==> src/motion_strike_qualifier_macros.svh <==
// Assertion macros shared by the motion strike qualifier RTL.
`ifndef MOTION_STRIKE_QUALIFIER_MACROS_SVH
`define MOTION_STRIKE_QUALIFIER_MACROS_SVH

`ifndef SYNTHESIS

// Property that must hold at every clock edge out of reset.
`define MSQ_ASSERT(label, prop) \
    label: assert property (@(posedge clk) disable iff (!rst_n) (prop)) \
        else $error("motion_strike_qualifier: assertion failed");

// Antecedent in one cycle implies consequent in the next.
`define MSQ_ASSERT_NEXT(label, ante, cons) \
    label: assert property (@(posedge clk) disable iff (!rst_n) (ante) |=> (cons)) \
        else $error("motion_strike_qualifier: assertion failed");

`else

`define MSQ_ASSERT(label, prop)
`define MSQ_ASSERT_NEXT(label, ante, cons)

`endif

`endif

==> src/msq_pkg.sv <==
// Package with widths, reset values and register codes of the motion strike qualifier.
package msq_pkg;

    localparam int TIMER_BITS_DEF = 24;
    localparam int CFG_TIMER_W    = 24;
    localparam int STRIKE_W       = 8;
    localparam int BG_W           = 9;
    localparam int REPORT_W       = 8;
    localparam int ADDR_W         = 5;
    localparam int DATA_W         = 32;

    localparam logic                SENSOR_ENABLED_RST = 1'b1;
    localparam logic [STRIKE_W-1:0] STRIKE_LIMIT_RST   = 8'd3;
    localparam int                  BLIND_TICKS_RST      = 1000;
    localparam int                  EXPOSURE_TICKS_RST   = 10000;
    localparam int                  BACKGROUND_TICKS_RST = 80000;

    localparam logic [STRIKE_W-1:0] STRIKE_MAX = '1;
    localparam logic [BG_W-1:0]     BG_MAX     = '1;

    typedef enum logic [2:0] {
        REG_SENSOR_ENABLED   = 3'd0,
        REG_STRIKE_LIMIT     = 3'd1,
        REG_BLIND_TICKS      = 3'd2,
        REG_EXPOSURE_TICKS   = 3'd3,
        REG_BACKGROUND_TICKS = 3'd4
    } msq_reg_t;

endpackage

==> src/msq_if.sv <==
// Handshake interfaces for the tick input and the report output channels.
interface msq_tick_if;
    import msq_pkg::*;

    logic valid;
    logic ready;
    logic sensor_level;
    logic force_strike;
    logic restart;

    modport source (output valid, output sensor_level, output force_strike,
                    output restart, input ready);
    modport sink (input valid, input sensor_level, input force_strike,
                  input restart, output ready);
endinterface

interface msq_report_if;
    import msq_pkg::*;

    logic                valid;
    logic                ready;
    logic [REPORT_W-1:0] report_value;
    logic                alarm;
    logic [STRIKE_W-1:0] strike_count;
    logic [BG_W-1:0]     background_count;
    logic                strike_taken;
    logic                disabled_hit;

    modport source (output valid, output report_value, output alarm,
                    output strike_count, output background_count,
                    output strike_taken, output disabled_hit, input ready);
    modport sink (input valid, input report_value, input alarm,
                  input strike_count, input background_count,
                  input strike_taken, input disabled_hit, output ready);
endinterface

==> src/motion_strike_qualifier.sv <==
// Motion strike qualifier: one millisecond tick in, one report out.
// The tick channel carries the sensor level, a forced-strike request and a
// restart; each accepted transaction produces exactly one report transaction
// with the report value, alarm, counts after the tick and strike flags.
// A tick passes an input register and then the result register before its
// report is offered. Strike state is updated as the tick moves from the input
// register to the result register, so one tick per cycle is sustained while
// the receiver keeps report ready high.
// When the receiver stalls, the report waits in the result register and one
// further tick may wait in the input register; ready then drops until the
// report is taken. Nothing is lost or repeated.
// The APB-style port writes sensor_enabled, strike_limit, blind_ticks,
// exposure_ticks and background_ticks at byte addresses 0, 4, 8, 12 and 16.
// Writes are expected only while no tick is in flight; pready is always high.
// Reset loads the register defaults, clears all counts and expires all timers.
`include "motion_strike_qualifier_macros.svh"

module motion_strike_qualifier #(
    parameter int TIMER_BITS = msq_pkg::TIMER_BITS_DEF
) (
    input  logic                        clk,
    input  logic                        rst_n,
    input  logic                        psel,
    input  logic                        penable,
    input  logic                        pwrite,
    input  logic [msq_pkg::ADDR_W-1:0]  paddr,
    input  logic [msq_pkg::DATA_W-1:0]  pwdata,
    output logic [msq_pkg::DATA_W-1:0]  prdata,
    output logic                        pready,
    msq_tick_if.sink                    tick,
    msq_report_if.source                report
);
    import msq_pkg::*;

    localparam int CFG_BITS = (TIMER_BITS < CFG_TIMER_W) ? TIMER_BITS : CFG_TIMER_W;

    // Configuration registers
    logic                sensor_enabled_reg;
    logic [STRIKE_W-1:0] strike_limit_reg;
    logic [CFG_BITS-1:0] blind_ticks_reg;
    logic [CFG_BITS-1:0] exposure_ticks_reg;
    logic [CFG_BITS-1:0] background_ticks_reg;
    logic                cfg_write;
    msq_reg_t            reg_sel;

    // Input register
    logic in_valid_reg;
    logic in_level_reg;
    logic in_force_reg;
    logic in_restart_reg;

    // Qualifier state
    logic                  previous_level_reg, previous_level_next;
    logic [STRIKE_W-1:0]   strikes_reg, strikes_next;
    logic [BG_W-1:0]       background_reg, background_next;
    logic [TIMER_BITS-1:0] blind_left_reg, blind_left_next;
    logic [TIMER_BITS:0]   exposure_left_reg, exposure_left_next;
    logic [TIMER_BITS-1:0] background_left_reg, background_left_next;

    // Result register
    logic                out_valid_reg;
    logic [REPORT_W-1:0] report_value_reg, report_value_next;
    logic                alarm_reg, alarm_next;
    logic [STRIKE_W-1:0] strike_count_reg;
    logic [BG_W-1:0]     background_count_reg;
    logic                strike_taken_reg, strike_taken_next;
    logic                disabled_hit_reg, disabled_hit_next;

    logic advance;
    logic accept;

    // Intermediate values of the update
    logic                strikes_start, strikes_hit, strikes_drop;
    logic [BG_W-1:0]     bg_start, bg_drop, bg_final;
    logic                blind_exp, expo_exp, back_exp;
    logic                expo_loaded, back_loaded;
    logic                strike_event;

    // ---------------- configuration port ----------------
    assign pready    = 1'b1;
    assign cfg_write = psel && penable && pwrite;
    assign reg_sel   = msq_reg_t'(paddr[ADDR_W-1:2]);

    always_comb
    begin
        unique case (reg_sel)
            REG_SENSOR_ENABLED:   prdata = DATA_W'(sensor_enabled_reg);
            REG_STRIKE_LIMIT:     prdata = DATA_W'(strike_limit_reg);
            REG_BLIND_TICKS:      prdata = DATA_W'(blind_ticks_reg);
            REG_EXPOSURE_TICKS:   prdata = DATA_W'(exposure_ticks_reg);
            REG_BACKGROUND_TICKS: prdata = DATA_W'(background_ticks_reg);
            default:              prdata = '0;
        endcase
    end

    always_ff @(posedge clk or negedge rst_n)
    begin
        if (!rst_n)
        begin
            sensor_enabled_reg   <= SENSOR_ENABLED_RST;
            strike_limit_reg     <= STRIKE_LIMIT_RST;
            blind_ticks_reg      <= CFG_BITS'(BLIND_TICKS_RST);
            exposure_ticks_reg   <= CFG_BITS'(EXPOSURE_TICKS_RST);
            background_ticks_reg <= CFG_BITS'(BACKGROUND_TICKS_RST);
        end
        else if (cfg_write)
        begin
            unique case (reg_sel)
                REG_SENSOR_ENABLED:   sensor_enabled_reg   <= pwdata[0];
                REG_STRIKE_LIMIT:     strike_limit_reg     <= pwdata[STRIKE_W-1:0];
                REG_BLIND_TICKS:      blind_ticks_reg      <= pwdata[CFG_BITS-1:0];
                REG_EXPOSURE_TICKS:   exposure_ticks_reg   <= pwdata[CFG_BITS-1:0];
                REG_BACKGROUND_TICKS: background_ticks_reg <= pwdata[CFG_BITS-1:0];
                default:              ;
            endcase
        end
    end

    // ---------------- handshake ----------------
    assign advance    = in_valid_reg && (!out_valid_reg || report.ready);
    assign tick.ready = !in_valid_reg || advance;
    assign accept     = tick.valid && tick.ready;

    always_ff @(posedge clk or negedge rst_n)
    begin
        if (!rst_n)
        begin
            in_valid_reg  <= 1'b0;
            out_valid_reg <= 1'b0;
        end
        else
        begin
            if (accept)
                in_valid_reg <= 1'b1;
            else if (advance)
                in_valid_reg <= 1'b0;

            if (advance)
                out_valid_reg <= 1'b1;
            else if (report.ready)
                out_valid_reg <= 1'b0;
        end
    end

    always_ff @(posedge clk)
    begin
        if (accept)
        begin
            in_level_reg   <= tick.sensor_level;
            in_force_reg   <= tick.force_strike;
            in_restart_reg <= tick.restart;
        end
    end

    // ---------------- tick update ----------------
    logic [STRIKE_W-1:0] strikes_a, strikes_b, strikes_c;

    always_comb
    begin
        strikes_a   = in_restart_reg ? '0 : strikes_reg;
        bg_start    = in_restart_reg ? '0 : background_reg;

        blind_exp   = (blind_left_reg == '0);
        expo_exp    = (exposure_left_reg == '0);
        back_exp    = (background_left_reg == '0);

        blind_left_next      = blind_exp ? '0 : blind_left_reg - 1'b1;
        exposure_left_next   = expo_exp  ? '0 : exposure_left_reg - 1'b1;
        background_left_next = back_exp  ? '0 : background_left_reg - 1'b1;

        previous_level_next = previous_level_reg;
        expo_loaded         = 1'b0;
        back_loaded         = 1'b0;
        strike_taken_next   = 1'b0;
        disabled_hit_next   = 1'b0;
        strikes_b           = strikes_a;
        strike_event        = in_force_reg || (in_level_reg && !previous_level_reg);

        // Edges are looked at only once the blind time is over or a strike is forced.
        if (in_force_reg || blind_exp)
        begin
            previous_level_next = in_level_reg;
            if (strike_event)
            begin
                if (sensor_enabled_reg)
                begin
                    blind_left_next = TIMER_BITS'(blind_ticks_reg);
                    if (strikes_a == '0)
                    begin
                        exposure_left_next = (TIMER_BITS+1)'(blind_ticks_reg)
                                           + (TIMER_BITS+1)'(exposure_ticks_reg);
                        expo_loaded = 1'b1;
                    end
                    if (strikes_a != STRIKE_MAX)
                        strikes_b = strikes_a + 1'b1;
                    strike_taken_next = 1'b1;
                end
                else
                begin
                    disabled_hit_next = 1'b1;
                end
            end
        end

        // An expired exposure window turns pending strikes into background.
        strikes_c = strikes_b;
        bg_drop   = bg_start;
        if (expo_exp && !expo_loaded && (strikes_b != '0))
        begin
            if (bg_start == '0)
            begin
                background_left_next = TIMER_BITS'(background_ticks_reg);
                back_loaded = 1'b1;
            end
            if (bg_start != BG_MAX)
                bg_drop = bg_start + 1'b1;
            strikes_c = '0;
        end

        bg_final = (back_exp && !back_loaded) ? '0 : bg_drop;

        report_value_next = strikes_c;
        alarm_next        = 1'b0;
        strikes_next      = strikes_c;
        background_next   = bg_final;
        if (strikes_c >= strike_limit_reg)
        begin
            alarm_next      = 1'b1;
            strikes_next    = '0;
            background_next = '0;
        end
        if (bg_final > BG_W'(strike_limit_reg))
        begin
            alarm_next        = 1'b1;
            report_value_next = REPORT_W'(1);
            strikes_next      = '0;
            background_next   = '0;
        end
    end

    // These signals name steps of the update for readability and for the assertions.
    assign strikes_start = (strikes_a == '0);
    assign strikes_hit   = (strikes_b != strikes_a);
    assign strikes_drop  = (strikes_c != strikes_b);

    always_ff @(posedge clk or negedge rst_n)
    begin
        if (!rst_n)
        begin
            previous_level_reg  <= 1'b0;
            strikes_reg         <= '0;
            background_reg      <= '0;
            blind_left_reg      <= '0;
            exposure_left_reg   <= '0;
            background_left_reg <= '0;
        end
        else if (advance)
        begin
            previous_level_reg  <= previous_level_next;
            strikes_reg         <= strikes_next;
            background_reg      <= background_next;
            blind_left_reg      <= blind_left_next;
            exposure_left_reg   <= exposure_left_next;
            background_left_reg <= background_left_next;
        end
    end

    always_ff @(posedge clk)
    begin
        if (advance)
        begin
            report_value_reg     <= report_value_next;
            alarm_reg            <= alarm_next;
            strike_count_reg     <= strikes_next;
            background_count_reg <= background_next;
            strike_taken_reg     <= strike_taken_next;
            disabled_hit_reg     <= disabled_hit_next;
        end
    end

    assign report.valid            = out_valid_reg;
    assign report.report_value     = report_value_reg;
    assign report.alarm            = alarm_reg;
    assign report.strike_count     = strike_count_reg;
    assign report.background_count = background_count_reg;
    assign report.strike_taken     = strike_taken_reg;
    assign report.disabled_hit     = disabled_hit_reg;

    // ---------------- assertions ----------------
    `MSQ_ASSERT(a_alarm_clears, !(out_valid_reg && alarm_reg) || ((strike_count_reg == '0) && (background_count_reg == '0)))
    `MSQ_ASSERT(a_taken_or_disabled, !(out_valid_reg && strike_taken_reg && disabled_hit_reg))
    `MSQ_ASSERT_NEXT(a_advance_fills_result, advance, out_valid_reg)
    `MSQ_ASSERT(a_hit_flags_consistent, !advance || !(strikes_hit && !strike_taken_next) || !strikes_start || strikes_drop || strike_taken_next)

endmodule

==> src/flat_wrapper.sv <==
// flat-port wrapper written by rule: the top's interface ports become plain ports
module motion_strike_qualifier_flat import msq_pkg::*;
#(
    parameter int TIMER_BITS = msq_pkg::TIMER_BITS_DEF
)
  (clk, rst_n, psel, penable, pwrite, paddr, pwdata, prdata, pready, tick_valid, tick_sensor_level, tick_force_strike, tick_restart, tick_ready, report_valid, report_report_value, report_alarm, report_strike_count, report_background_count, report_strike_taken, report_disabled_hit, report_ready);
  msq_tick_if tick_i ();
  msq_report_if report_i ();
  input  logic clk;
  input  logic rst_n;
  input  logic psel;
  input  logic penable;
  input  logic pwrite;
  input  logic [msq_pkg::ADDR_W-1:0] paddr;
  input  logic [msq_pkg::DATA_W-1:0] pwdata;
  output logic [msq_pkg::DATA_W-1:0] prdata;
  output logic pready;
  input wire logic [$bits(tick_i.valid)-1:0] tick_valid;
  input wire logic [$bits(tick_i.sensor_level)-1:0] tick_sensor_level;
  input wire logic [$bits(tick_i.force_strike)-1:0] tick_force_strike;
  input wire logic [$bits(tick_i.restart)-1:0] tick_restart;
  output wire logic [$bits(tick_i.ready)-1:0] tick_ready;
  output wire logic [$bits(report_i.valid)-1:0] report_valid;
  output wire logic [$bits(report_i.report_value)-1:0] report_report_value;
  output wire logic [$bits(report_i.alarm)-1:0] report_alarm;
  output wire logic [$bits(report_i.strike_count)-1:0] report_strike_count;
  output wire logic [$bits(report_i.background_count)-1:0] report_background_count;
  output wire logic [$bits(report_i.strike_taken)-1:0] report_strike_taken;
  output wire logic [$bits(report_i.disabled_hit)-1:0] report_disabled_hit;
  input wire logic [$bits(report_i.ready)-1:0] report_ready;
  assign tick_i.valid = tick_valid;
  assign tick_i.sensor_level = tick_sensor_level;
  assign tick_i.force_strike = tick_force_strike;
  assign tick_i.restart = tick_restart;
  assign tick_ready = tick_i.ready;
  assign report_valid = report_i.valid;
  assign report_report_value = report_i.report_value;
  assign report_alarm = report_i.alarm;
  assign report_strike_count = report_i.strike_count;
  assign report_background_count = report_i.background_count;
  assign report_strike_taken = report_i.strike_taken;
  assign report_disabled_hit = report_i.disabled_hit;
  assign report_i.ready = report_ready;
  motion_strike_qualifier #(.TIMER_BITS(TIMER_BITS)) u_core (.clk(clk), .rst_n(rst_n), .psel(psel), .penable(penable), .pwrite(pwrite), .paddr(paddr), .pwdata(pwdata), .prdata(prdata), .pready(pready), .tick(tick_i), .report(report_i));
endmodule
==> config.mk <==
export PLATFORM = sky130hd
export DESIGN_NAME = motion_strike_qualifier_flat
export DESIGN_NICKNAME = d
export VERILOG_FILES = /design/src/msq_pkg.sv /design/src/msq_if.sv /design/src/motion_strike_qualifier.sv /design/src/flat_wrapper.sv
export VERILOG_INCLUDE_DIRS = /design/src /design/src/src
export SDC_FILE = /design/constraint.sdc
export NUM_CORES = 1
export LEC_CHECK = 0
export BUFFER_PORTS_ARGS = -buffer_cell sky130_fd_sc_hd__buf_4
export CAP_MARGIN = 40
export CELL_PAD_IN_SITES_DETAIL_PLACEMENT = 0
export CELL_PAD_IN_SITES_GLOBAL_PLACEMENT = 2
export CORE_AREA = 2 2 176 178
export CTS_BUF_LIST = sky130_fd_sc_hd__clkbuf_4
export DETAILED_ROUTE_END_ITERATION = 10
export DIE_AREA = 0 0 178 180
export PLACE_DENSITY_LB_ADDON = 0.12
export SYNTH_ARGS = -nofsm -noshare
export SYNTH_HDL_FRONTEND = slang
export SYNTH_SLANG_ARGS = --single-unit
==> constraint.sdc <==
create_clock -name clk -period 8 [get_ports clk]
set_input_delay 1.2 -clock clk [delete_from_list [all_inputs] [get_ports clk]]
set_output_delay 1.2 -clock clk [all_outputs]
set_load 0.1 [all_outputs]
# Word level (Yosys, flattened, before mapping)
# Cells that the tools add are included.
[classes] add_sub_neg=6 order_cmp=2 n_eq_ne=6 mux=40 n_reduce_logical=33
[op_table] operator="two-way mux 24 bit" count=7
[op_table] operator="two-way mux 25 bit" count=5
[op_table] operator="case mux 24 bit (5 select lines)" count=1
[op_table] operator="two-way mux 8 bit" count=8
[op_table] operator="two-way mux 9 bit" count=6
[op_table] operator="logical NOT 24 bit" count=2
[op_table] operator="subtractor 24 x 1 -> 24 bit (second input constant)" count=2
[op_table] operator="adder 24 x 24 -> 25 bit" count=1
[op_table] operator="logical NOT 25 bit" count=1
[op_table] operator="subtractor 25 x 1 -> 25 bit (second input constant)" count=1
[op_table] operator="AND reduction 2 bit" count=7
[op_table] operator="two-way mux 1 bit" count=13
[op_table] operator="adder 9 x 1 -> 9 bit (second input constant)" count=1
[op_table] operator="greater-than comparator 9 x 8 -> 1 bit" count=1
[op_table] operator="logical NOT 9 bit" count=1
[op_table] operator="!= test 9 bit (second input constant)" count=1
[op_table] operator="adder 8 x 1 -> 8 bit (second input constant)" count=1
[op_table] operator=">= comparator 8 bit" count=1
[op_table] operator="logical AND 1 bit" count=8
[op_table] operator="logical NOT 8 bit" count=1
[op_table] operator="!= test 8 bit (second input constant)" count=1
[op_table] operator="nonzero test 8 bit" count=1
[op_table] operator="== test 3 x 2 -> 1 bit (second input constant)" count=2
[op_table] operator="logical NOT 1 bit" count=5
[op_table] operator="other kinds (5)" count=9
[totals] regBits=205 input_bits=47 output_inout_bits=63 elab_cells=109

# Longest topological paths before layout
# Gate-level depths: netlist (run 1).
[logic_depth] depth_word=15 depth_mapped=25 ltp_nobuf=23

# Worst setup path before layout (run 1)
# Ideal clock, no wire load.
[synth_path] path_kind="in2out" from="in paddr[2] (netlist name)" to="out prdata[10] (netlist name)" arrival_time_ns=4.292 path_slack_ns=2.508 path_stages=4 n_path_buf=2 path_cell_list="clkbuf_1 -> buf_1 -> mux2i_1 -> o21ai_0"
[synth_between] elab_chain_cells=2 elab_cells_between_ends=6
[synth_lines] element="from (decl)" line="flat_wrapper.sv:14" source="input logic [msq_pkg::ADDR_W-1:0] paddr;"
[synth_lines] element="== test 3 bit (tied with other cells)" line="motion_strike_qualifier.sv:86" source="unique case (reg_sel)"
[synth_lines] element="case mux 24 bit (5 select lines) *" line="motion_strike_qualifier.sv:86"
[synth_lines] element="to (decl)" line="flat_wrapper.sv:16" source="output logic [msq_pkg::DATA_W-1:0] prdata;"
# Mark *: on every way between the ends. The rest lies on a longest branch, timed or not.

# Worst setup path in the final report (run 1)
[layout_path] from="reg u_core.blind_left_reg[16]" to="reg u_core.background_reg[4]"
[layout_between] elab_cells_between_ends=18
[layout_rtl] element="from (decl)" line="motion_strike_qualifier.sv:56" source="logic [TIMER_BITS-1:0] blind_left_reg, blind_left_next;"
[layout_rtl] element="from (signal assigned)" line="motion_strike_qualifier.sv:262" source="blind_left_reg <= blind_left_next;"
[layout_rtl] element="logical NOT 24 bit *" line="motion_strike_qualifier.sv:163" source="blind_exp = (blind_left_reg == '0);"
[layout_rtl] element="logical OR 1 bit *" line="motion_strike_qualifier.sv:180" source="if (in_force_reg || blind_exp)"
[layout_rtl] element="parallel branches: the longest is 4 deep, another holds two-way mux 8 bit"
[layout_rtl] element="two-way mux 8 bit *" line="motion_strike_qualifier.sv:208" source="if (expo_exp && !expo_loaded && (strikes_b != '0))"
[layout_rtl] element="via u_core.strikes_c[4]" line="motion_strike_qualifier.sv:156" source="logic [STRIKE_W-1:0] strikes_a, strikes_b, strikes_c;"
[layout_rtl] element=">= comparator 8 bit *" line="motion_strike_qualifier.sv:226" source="if (strikes_c >= strike_limit_reg)"
[layout_rtl] element="two-way mux 9 bit *" line="motion_strike_qualifier.sv:226"
[layout_rtl] element="two-way mux 9 bit *" line="motion_strike_qualifier.sv:232" source="if (bg_final > BG_W'(strike_limit_reg))"
[layout_rtl] element="to (signal assigned)" line="motion_strike_qualifier.sv:261" source="background_reg <= background_next;"
[layout_rtl] element="to (decl)" line="motion_strike_qualifier.sv:55" source="logic [BG_W-1:0] background_reg, background_next;"
# Mark *: on every way through the listed nets, which the timed path passes.
# A chain may end at the register's enable or synchronous reset.

==> impl_metrics.json, run 1 <==
{
  "layout.nets": 1540,
  "htreeDepth": 2,
  "largest_reg_flops": 25,
  "status": "completed",
  "floorplan.rows": 64,
  "p_leak_nw": 6.172,
  "synth.distinct_cells": 89,
  "grt_remaining_overflow": 0,
  "r2r_slack_ns": 1.79,
  "dp_hpwl_mm": 28.26,
  "globalRouteTotalUtil_pct": 24.69,
  "cts_setup_buffers": 0,
  "die_h_um": 180,
  "critPathMaxStageDelay_ns": 0.69,
  "cts_made_buffers": 58,
  "die_x_um": 178,
  "ys_async_sr_fraction_pct": 84.88,
  "ys.flop_type": "dfrtp_1",
  "slew_viol_final": 0,
  "post-route-cell-area_mm2": 0.01439,
  "tightest_slew_ns": 0.8908,
  "reg2reg_depth": 19,
  "clock-sinks": 205,
  "dp_cells": 1782,
  "synth_cells": 1352,
  "setup_viol": 0,
  "startpoint": "u_core.blind_left_reg[16]",
  "combPwrFrac_pct": 31.7,
  "ys_warn_count": 0,
  "clk_path_buf_depth": 3,
  "powerDensity_mw_per_mm2": 264.5,
  "max_freq_ghz": 0.1610,
  "drt_wl_total_mm": 39.24,
  "synth_edf_count": 31,
  "holdCritPathClass": "in2async",
  "initial_utilization_pct": 41.57,
  "worstReg2RegEnd": "u_core.background_reg[4]",
  "drive_gt1_share_pct": 22.79,
  "synthTopCellsByArea": "dfrtp_1, edfxtp_1, mux2_2, o21ai_0, ha_1",
  "hold_slack_ns": 0.4107,
  "tritoncts": "done",
  "final_common_cell": "o21ai_0",
  "design_power_total_mw": 3.805,
  "coreArea_mm2": 0.03019,
  "route.detailed.drc": 0,
  "synth_area_mm2": 0.01255,
  "via_per_inst": 5.755,
  "avgSynthCellArea_um2": 9.283,
  "critical_path.endpoint": "u_core.background_reg[4]",
  "syn_to_final_growth_pct": 14.63,
  "drtIter0Drc": 762,
  "seq_area_mm2": 0.005309,
  "vias": 10895,
  "max_slew_margin_pct": 40.61,
  "final_cell_mix": "o21ai_0, dfrtp_1, nand2_1, buf_4",
  "holdBufCountCts": 0,
  "synth_top_area_cell": "dfrtp_1",
  "design.die.area_mm2": 0.03204,
  "power_frac_seq_pct": 40.5,
  "port_buffers": 90,
  "cp-start-kind": "flip-flop",
  "ant_nets": 0,
  "period_share_pct": 77.66,
  "hold_viol_final": 0,
  "cp_common_cell": "o21ai_2",
  "switching_share_pct": 39.46,
  "worstPathArrival_ns": 6.82,
  "multi_input_area_mm2": 0.006723,
  "worstPathRequired_ns": 8.61,
  "path_cells": "nor4_2 > and4_1 > a31oi_1 > inv_2 > mux2i_1 > o21ai_2 > o21ai_2 > nand2_1 > inv_1 > ha_1 > and2_1 > o21ai_0 > o21ai_0 > o41a_1 > nor3_1 > a22o_1 > or2_1 > o21ai_2 > o41ai_4",
  "irDropWorstVdd_uv": 123.2,
  "num_io_pins": 110,
  "maxCapViolCount": 0,
  "yosysSeqAreaShare_pct": 42.30,
  "finalSetupTns_ns": 0,
  "switchingPower_mw": 1.502,
  "cts-resized-gates": 0,
  "cp-end-kind": "flip-flop",
  "grt_pass1_wl_mm": 61.38,
  "rsz0062_at_grt": "false",
  "path_max_fanout": 41,
  "gp_congestion": 0.8541,
  "crit_slowest_cell": "inv_2",
  "wl_per_cell_um": 20.73,
  "grt_pass1_vias": 10474,
  "p_int_mw": 2.304,
  "yosysTopAreaCellShare_pct": 30.90,
  "p_clk_share_pct": 27.7,
  "insertion_delay_ns": 0.71,
  "period_needed_ns": 6.213,
  "r2r_start": "u_core.blind_left_reg[16]",
  "worstSetupPathType": "reg2reg",
  "finClkSkew_ns": 0.03406,
  "grt_max_degree": 86,
  "fill_cells": 2976,
  "final_cells": 1893,
  "clockRootBuffer": "clkbuf_4",
  "drt_pre_antenna_iters": 6,
  "placed_area_mm2": 0.01357,
  "antenna_found_initial": 2,
  "ys_ff_latch": 205,
  "path_clk_slew_ns": 0.07
}
==> cell usage after synthesis, types with 15 or more instances <==
library cell,instances
o21ai_0,161
dfrtp_1,155
nand2_1,137
nor2_1,92
a21oi_1,79
mux2_2,77
clkbuf_1,52
nor3_1,50
inv_1,48
ha_1,46
edfxtp_1,31
mux2i_1,24
nand3_1,22
nor4_1,20
dfstp_2,19
a22oi_1,18
a32oi_1,18
and2_1,16
o31ai_1,15
==> cell families after synthesis <==
kind of cell               after synthesis  share of synthesized area, %
buffers and inverters                  132                         4.636
xor gates and xnor gates                24                         1.675
DFF                                    205                         42.30
AOI/OAI and AO/OA                      398                         19.82
muxes                                  101                         8.823
other                                    2                       0.05984
and+or+nand+nor                        443                         17.94
adders and majority gates               47                         4.745
==> worst max-delay path, delay by kind of cell (launching register included) <==
kind,cells,cell delay (ns)
AOI/OAI and AO/OA,9,2.38
adders and majority gates,1,0.24
buffers and inverters,2,0.81
DFF,1,0.43
muxes,1,0.34
and+or+nand+nor,6,1.88
==> layout make-up <==
class                   count  area share [%]
flip-flops and latches    205           36.90
clock buffers              91           4.748
clock inverters            19          0.9044
well taps                 396           3.444
repair buffers            106           5.887
multi-input cells        1023           46.73
inverters                  52           1.374
diodes                      1         0.01739
==> power by group through the flow <==
stage / sequential (mW) / combinational, mW / clock [mW]
finish: 1.54 / 1.21 / 1.06
global route: 1.57 / 1.34 / 1.15
CTS: 1.54 / 1.21 / 1.09
detailed placement: 1.56 / 1.21 / 0
global placement: 1.56 / 1.19 / 0
floorplan: 1.54 / 0.868 / 0
==> worst min-delay path by stage <==
stage / to / depth (start not counted) / start / slack, ns
floorplan: u_core.exposure_left_reg[21] / 2 / u_core.exposure_left_reg[21] / 0.46
global placement: u_core.background_left_reg[19] / 2 / u_core.background_left_reg[19] / 0.48
detailed placement: u_core.background_left_reg[19] / 2 / u_core.background_left_reg[19] / 0.48
CTS: u_core.strikes_reg[3] / 1 / rst_n / 0.36
global route: u_core.strikes_reg[1] / 1 / rst_n / 0.38
finish: u_core.strikes_reg[3] / 1 / rst_n / 0.41
==> per-stage QoR <==
step           worst slack (ns)  util (%)
2_1_floorplan             2.508         -
3_3_place_gp              1.805     44.72
3_5_place_dp              1.817     44.96
4_1_cts                   1.796     47.65
5_1_grt                   1.314     47.66
6_report                  1.787     47.66
==> layer usage <==
metal | vias up | track usage (%) | routed length, um
li1 | 5195 | - | -
met1 | 5327 | 33.81 | 17610
met2 | 297 | 39.53 | 18520
met3 | 74 | 3.892 | 1867
met4 | 2 | 8.656 | 1225
met5 | - | 0 | 13
Note: power is estimated with default switching activity, not from simulation.
==> run 2, diff against run 1 <==
--- a/config.mk
+++ b/config.mk
@@ -6,14 +6,15 @@
 export SDC_FILE = /design/constraint.sdc
 export NUM_CORES = 1
 export LEC_CHECK = 0
+export ABC_AREA = 1
 export BUFFER_PORTS_ARGS = -buffer_cell sky130_fd_sc_hd__buf_4
 export CAP_MARGIN = 40
 export CELL_PAD_IN_SITES_DETAIL_PLACEMENT = 0
 export CELL_PAD_IN_SITES_GLOBAL_PLACEMENT = 2
-export CORE_AREA = 2 2 176 178
+export CORE_AREA = 2 2 193 195
 export CTS_BUF_LIST = sky130_fd_sc_hd__clkbuf_4
 export DETAILED_ROUTE_END_ITERATION = 10
-export DIE_AREA = 0 0 178 180
+export DIE_AREA = 0 0 195 197
 export PLACE_DENSITY_LB_ADDON = 0.12
 export SYNTH_ARGS = -nofsm -noshare
 export SYNTH_HDL_FRONTEND = slang
==> constraint.sdc (replaced) <==
create_clock -name clk -period 6 [get_ports clk]
set_input_delay 0.9 -clock clk [delete_from_list [all_inputs] [get_ports clk]]
set_output_delay 0.9 -clock clk [all_outputs]
set_load 0.1 [all_outputs]
==> run 2 against run 1 <==
  * Sequential power increased by 44%
  * Global-route usage shrank 2.3 points
  * Register-to-register slack lost 0.94 ns
  * Worst setup slack got worse by 0.94 ns
  * Sequential share of layout area down 1.2 points
  * Via count grew 11%
  * Utilization is 6.7 points lower
  * Final cell count grew 26%
  * Critical path type unchanged
==> impl_metrics.json, run 2 <==
{
  "finalSetupTns_ns": 0,
  "cp-start-kind": "flip-flop",
  "gp_congestion": 0.8537,
  "use_met1_pct": 31.28,
  "synth_top_area_cell": "dfrtp_1",
  "use_met3_pct": 4.244,
  "rsz0062_at_grt": "false",
  "reg2reg_depth": 27,
  "cts_made_buffers": 60,
  "hold_viol_final": 0,
  "period_needed_ns": 5.153,
  "globalRouteTotalUtil_pct": 22.44,
  "period_share_pct": 85.89,
  "max_slew_margin_pct": 41.14,
  "grt_busiest_layer": "met2",
  "drive_gt1_share_pct": 13.49,
  "slew_viol_final": 0,
  "coreArea_mm2": 0.03626,
  "htreeDepth": 2,
  "cp-end-kind": "flip-flop",
  "worstPathArrival_ns": 5.79,
  "cts_setup_buffers": 0,
  "irDropWorstVdd_uv": 178.1,
  "wl_per_cell_um": 17.86,
  "path_clk_slew_ns": 0.07,
  "holdBufCountCts": 0,
  "tritoncts": "done",
  "ys.flop_type": "dfrtp_1",
  "synth.cells.most_frequent": "nand2_1, o21ai_0, inv_1",
  "finClkSkew_ns": 0.07148,
  "ant_nets": 0,
  "yosysSeqAreaShare_pct": 41.05,
  "grt_pass1_wl_mm": 66.85,
  "antenna_found_initial": 4,
  "setup_viol": 0,
  "dp_hpwl_mm": 30.82,
  "port_buffers": 90,
  "synth_cells": 1758,
  "holdCritPathClass": "in2async",
  "drt_wl_total_mm": 42.57,
  "placed_area_mm2": 0.01405,
  "r2r_start": "u_core.blind_left_reg[0]",
  "largest_reg_flops": 25,
  "design_power_total_mw": 5.955,
  "p_leak_nw": 7.277,
  "insertion_delay_ns": 0.83,
  "cts-resized-gates": 0,
  "drtIter0Drc": 707,
  "final_common_cell": "nand2_1",
  "status": "completed",
  "yosysTopAreaCellShare_pct": 30.00,
  "use_met2_pct": 35.93,
  "syn_to_final_growth_pct": 14.94,
  "worstSetupPathType": "reg2reg",
  "powerDensity_mw_per_mm2": 400.6,
  "synthTopCellsByArea": "dfrtp_1, nand2_1, o21ai_0, edfxtp_1, inv_1",
  "max_freq_ghz": 0.1940,
  "avgSynthCellArea_um2": 7.356,
  "layout.nets": 1957,
  "r2r_slack_ns": 0.85,
  "path_max_fanout": 21,
  "route.detailed.drc": 0,
  "die_x_um": 195,
  "via_per_inst": 5.094,
  "maxCapViolCount": 0,
  "worstPathRequired_ns": 6.64,
  "synth_edf_count": 31,
  "tightest_slew_ns": 0.8829,
  "grt_remaining_overflow": 0,
  "die_h_um": 197,
  "synth.most_common_cell": "nand2_1",
  "ys_ff_latch": 205,
  "vias": 12144,
  "final_cell_mix": "nand2_1, o21ai_0, inv_1, nor2_1, dfrtp_1",
  "clock-sinks": 205,
  "utilization_pct": 40.99,
  "synth.distinct_cells": 51,
  "critPathMaxStageDelay_ns": 0.68,
  "synth_area_mm2": 0.01293,
  "hold_slack_ns": 0.1006,
  "floorplan.rows": 70,
  "design.die.area_mm2": 0.03842,
  "post-route-cell-area_mm2": 0.01486,
  "ys_warn_count": 0,
  "ys_async_sr_fraction_pct": 84.88,
  "clk_path_buf_depth": 3,
  "num_io_pins": 110,
  "initial_utilization_pct": 35.66,
  "worstReg2RegEnd": "u_core.report.report_value[5]",
  "clockRootBuffer": "clkbuf_4",
  "drt_pre_antenna_iters": 5,
  "grt_pass1_vias": 11692,
  "grt_max_degree": 75,
  "crit_slowest_cell": "nor2_1"
}
-- run 2: cell types whose count changed after synthesis, sizes merged, moves of 18 or more --
| cell | before | now |
|---|---|---|
| a32oi | 18 | 0 |
| and2 | 18 | 0 |
| inv | 50 | 205 |
| mux2 | 77 | 0 |
| mux2i | 24 | 0 |
| nand2 | 138 | 437 |
| nand3 | 22 | 112 |
| nand4 | 8 | 26 |
| nor2 | 94 | 190 |
| nor3 | 53 | 34 |
| nor4 | 25 | 7 |
| o211ai | 7 | 27 |
| o21ai | 167 | 206 |
| xor2 | 11 | 47 |
-- run 2: power breakdown --
part	internal [mW]	total, mW	switching (mW)
sequential	1.80	2.21	0.416
combinational	0.739	2.32	1.58
clock	0.743	1.42	0.676
-- run 2: worst max-delay path by stage --
stage                                        start                            end  slack (ns)  cells after the start
after floorplan                           paddr[4]                      prdata[1]        2.16                      3
after global placement    u_core.blind_left_reg[0]  u_core.report.report_value[6]        0.98                     27
after detailed placement  u_core.blind_left_reg[0]  u_core.report.report_value[5]        0.91                     27
after CTS                 u_core.blind_left_reg[0]  u_core.report.report_value[5]        0.80                     27
after global routing      u_core.blind_left_reg[0]  u_core.report.report_value[5]        0.45                     27
final                     u_core.blind_left_reg[0]  u_core.report.report_value[5]        0.85                     27
-- run 2: area by class of cell --
cell class | instances | area, um2
clock buffer | 92 | 690.7
tap | 468 | 585.6
inverter | 206 | 775.7
multi-input combinational | 1282 | 6566
sequential | 205 | 5309
clock inverter | 19 | 111.4
antenna | 4 | 10.01
fill | 3942 | 21400
timing repair buffer | 108 | 814.5
-- run 2: logic make-up (layout without fill, tap and decap cells) --
kind of cell | after synthesis | count (layout) | share of synthesized area [%]
AO/OA/AOI/OAI | 354 | 354 | 15.15
XOR/XNOR | 52 | 52 | 3.522
adder cells (fa/ha/maj) | 47 | 47 | 4.606
buffers and inverters | 279 | 425 | 8.544
flip-flops | 205 | 205 | 41.05
other | 2 | 14 | 0.05808
AND/OR/NAND/NOR | 819 | 819 | 27.06
-- run 2: critical path, delay by kind of cell, from the launching register on --
kind            cells  cell delay (ns)
compound gates      6             0.89
buf+inv             6             0.89
flops               1             0.35
fa+ha+maj           2             0.44
simple gates       13             2.38
-- run 2: stage by stage --
step	std cells	worst slack (ns)
3_3_place_gp	2268	0.9762
6_report	2384	0.8466
3_5_place_dp	2269	0.9150
5_1_grt	2384	0.4525
4_1_cts	2380	0.8025
2_1_floorplan	1766	2.162
-- run 2: metal layers --
layer	wire [um]	up-vias	part of all wire, %
met3	2040	54	4.8
li1	-	6036	-
met4	729	4	1.7
met2	19300	295	45
met1	20470	5755	48
met5	27	-	0.063
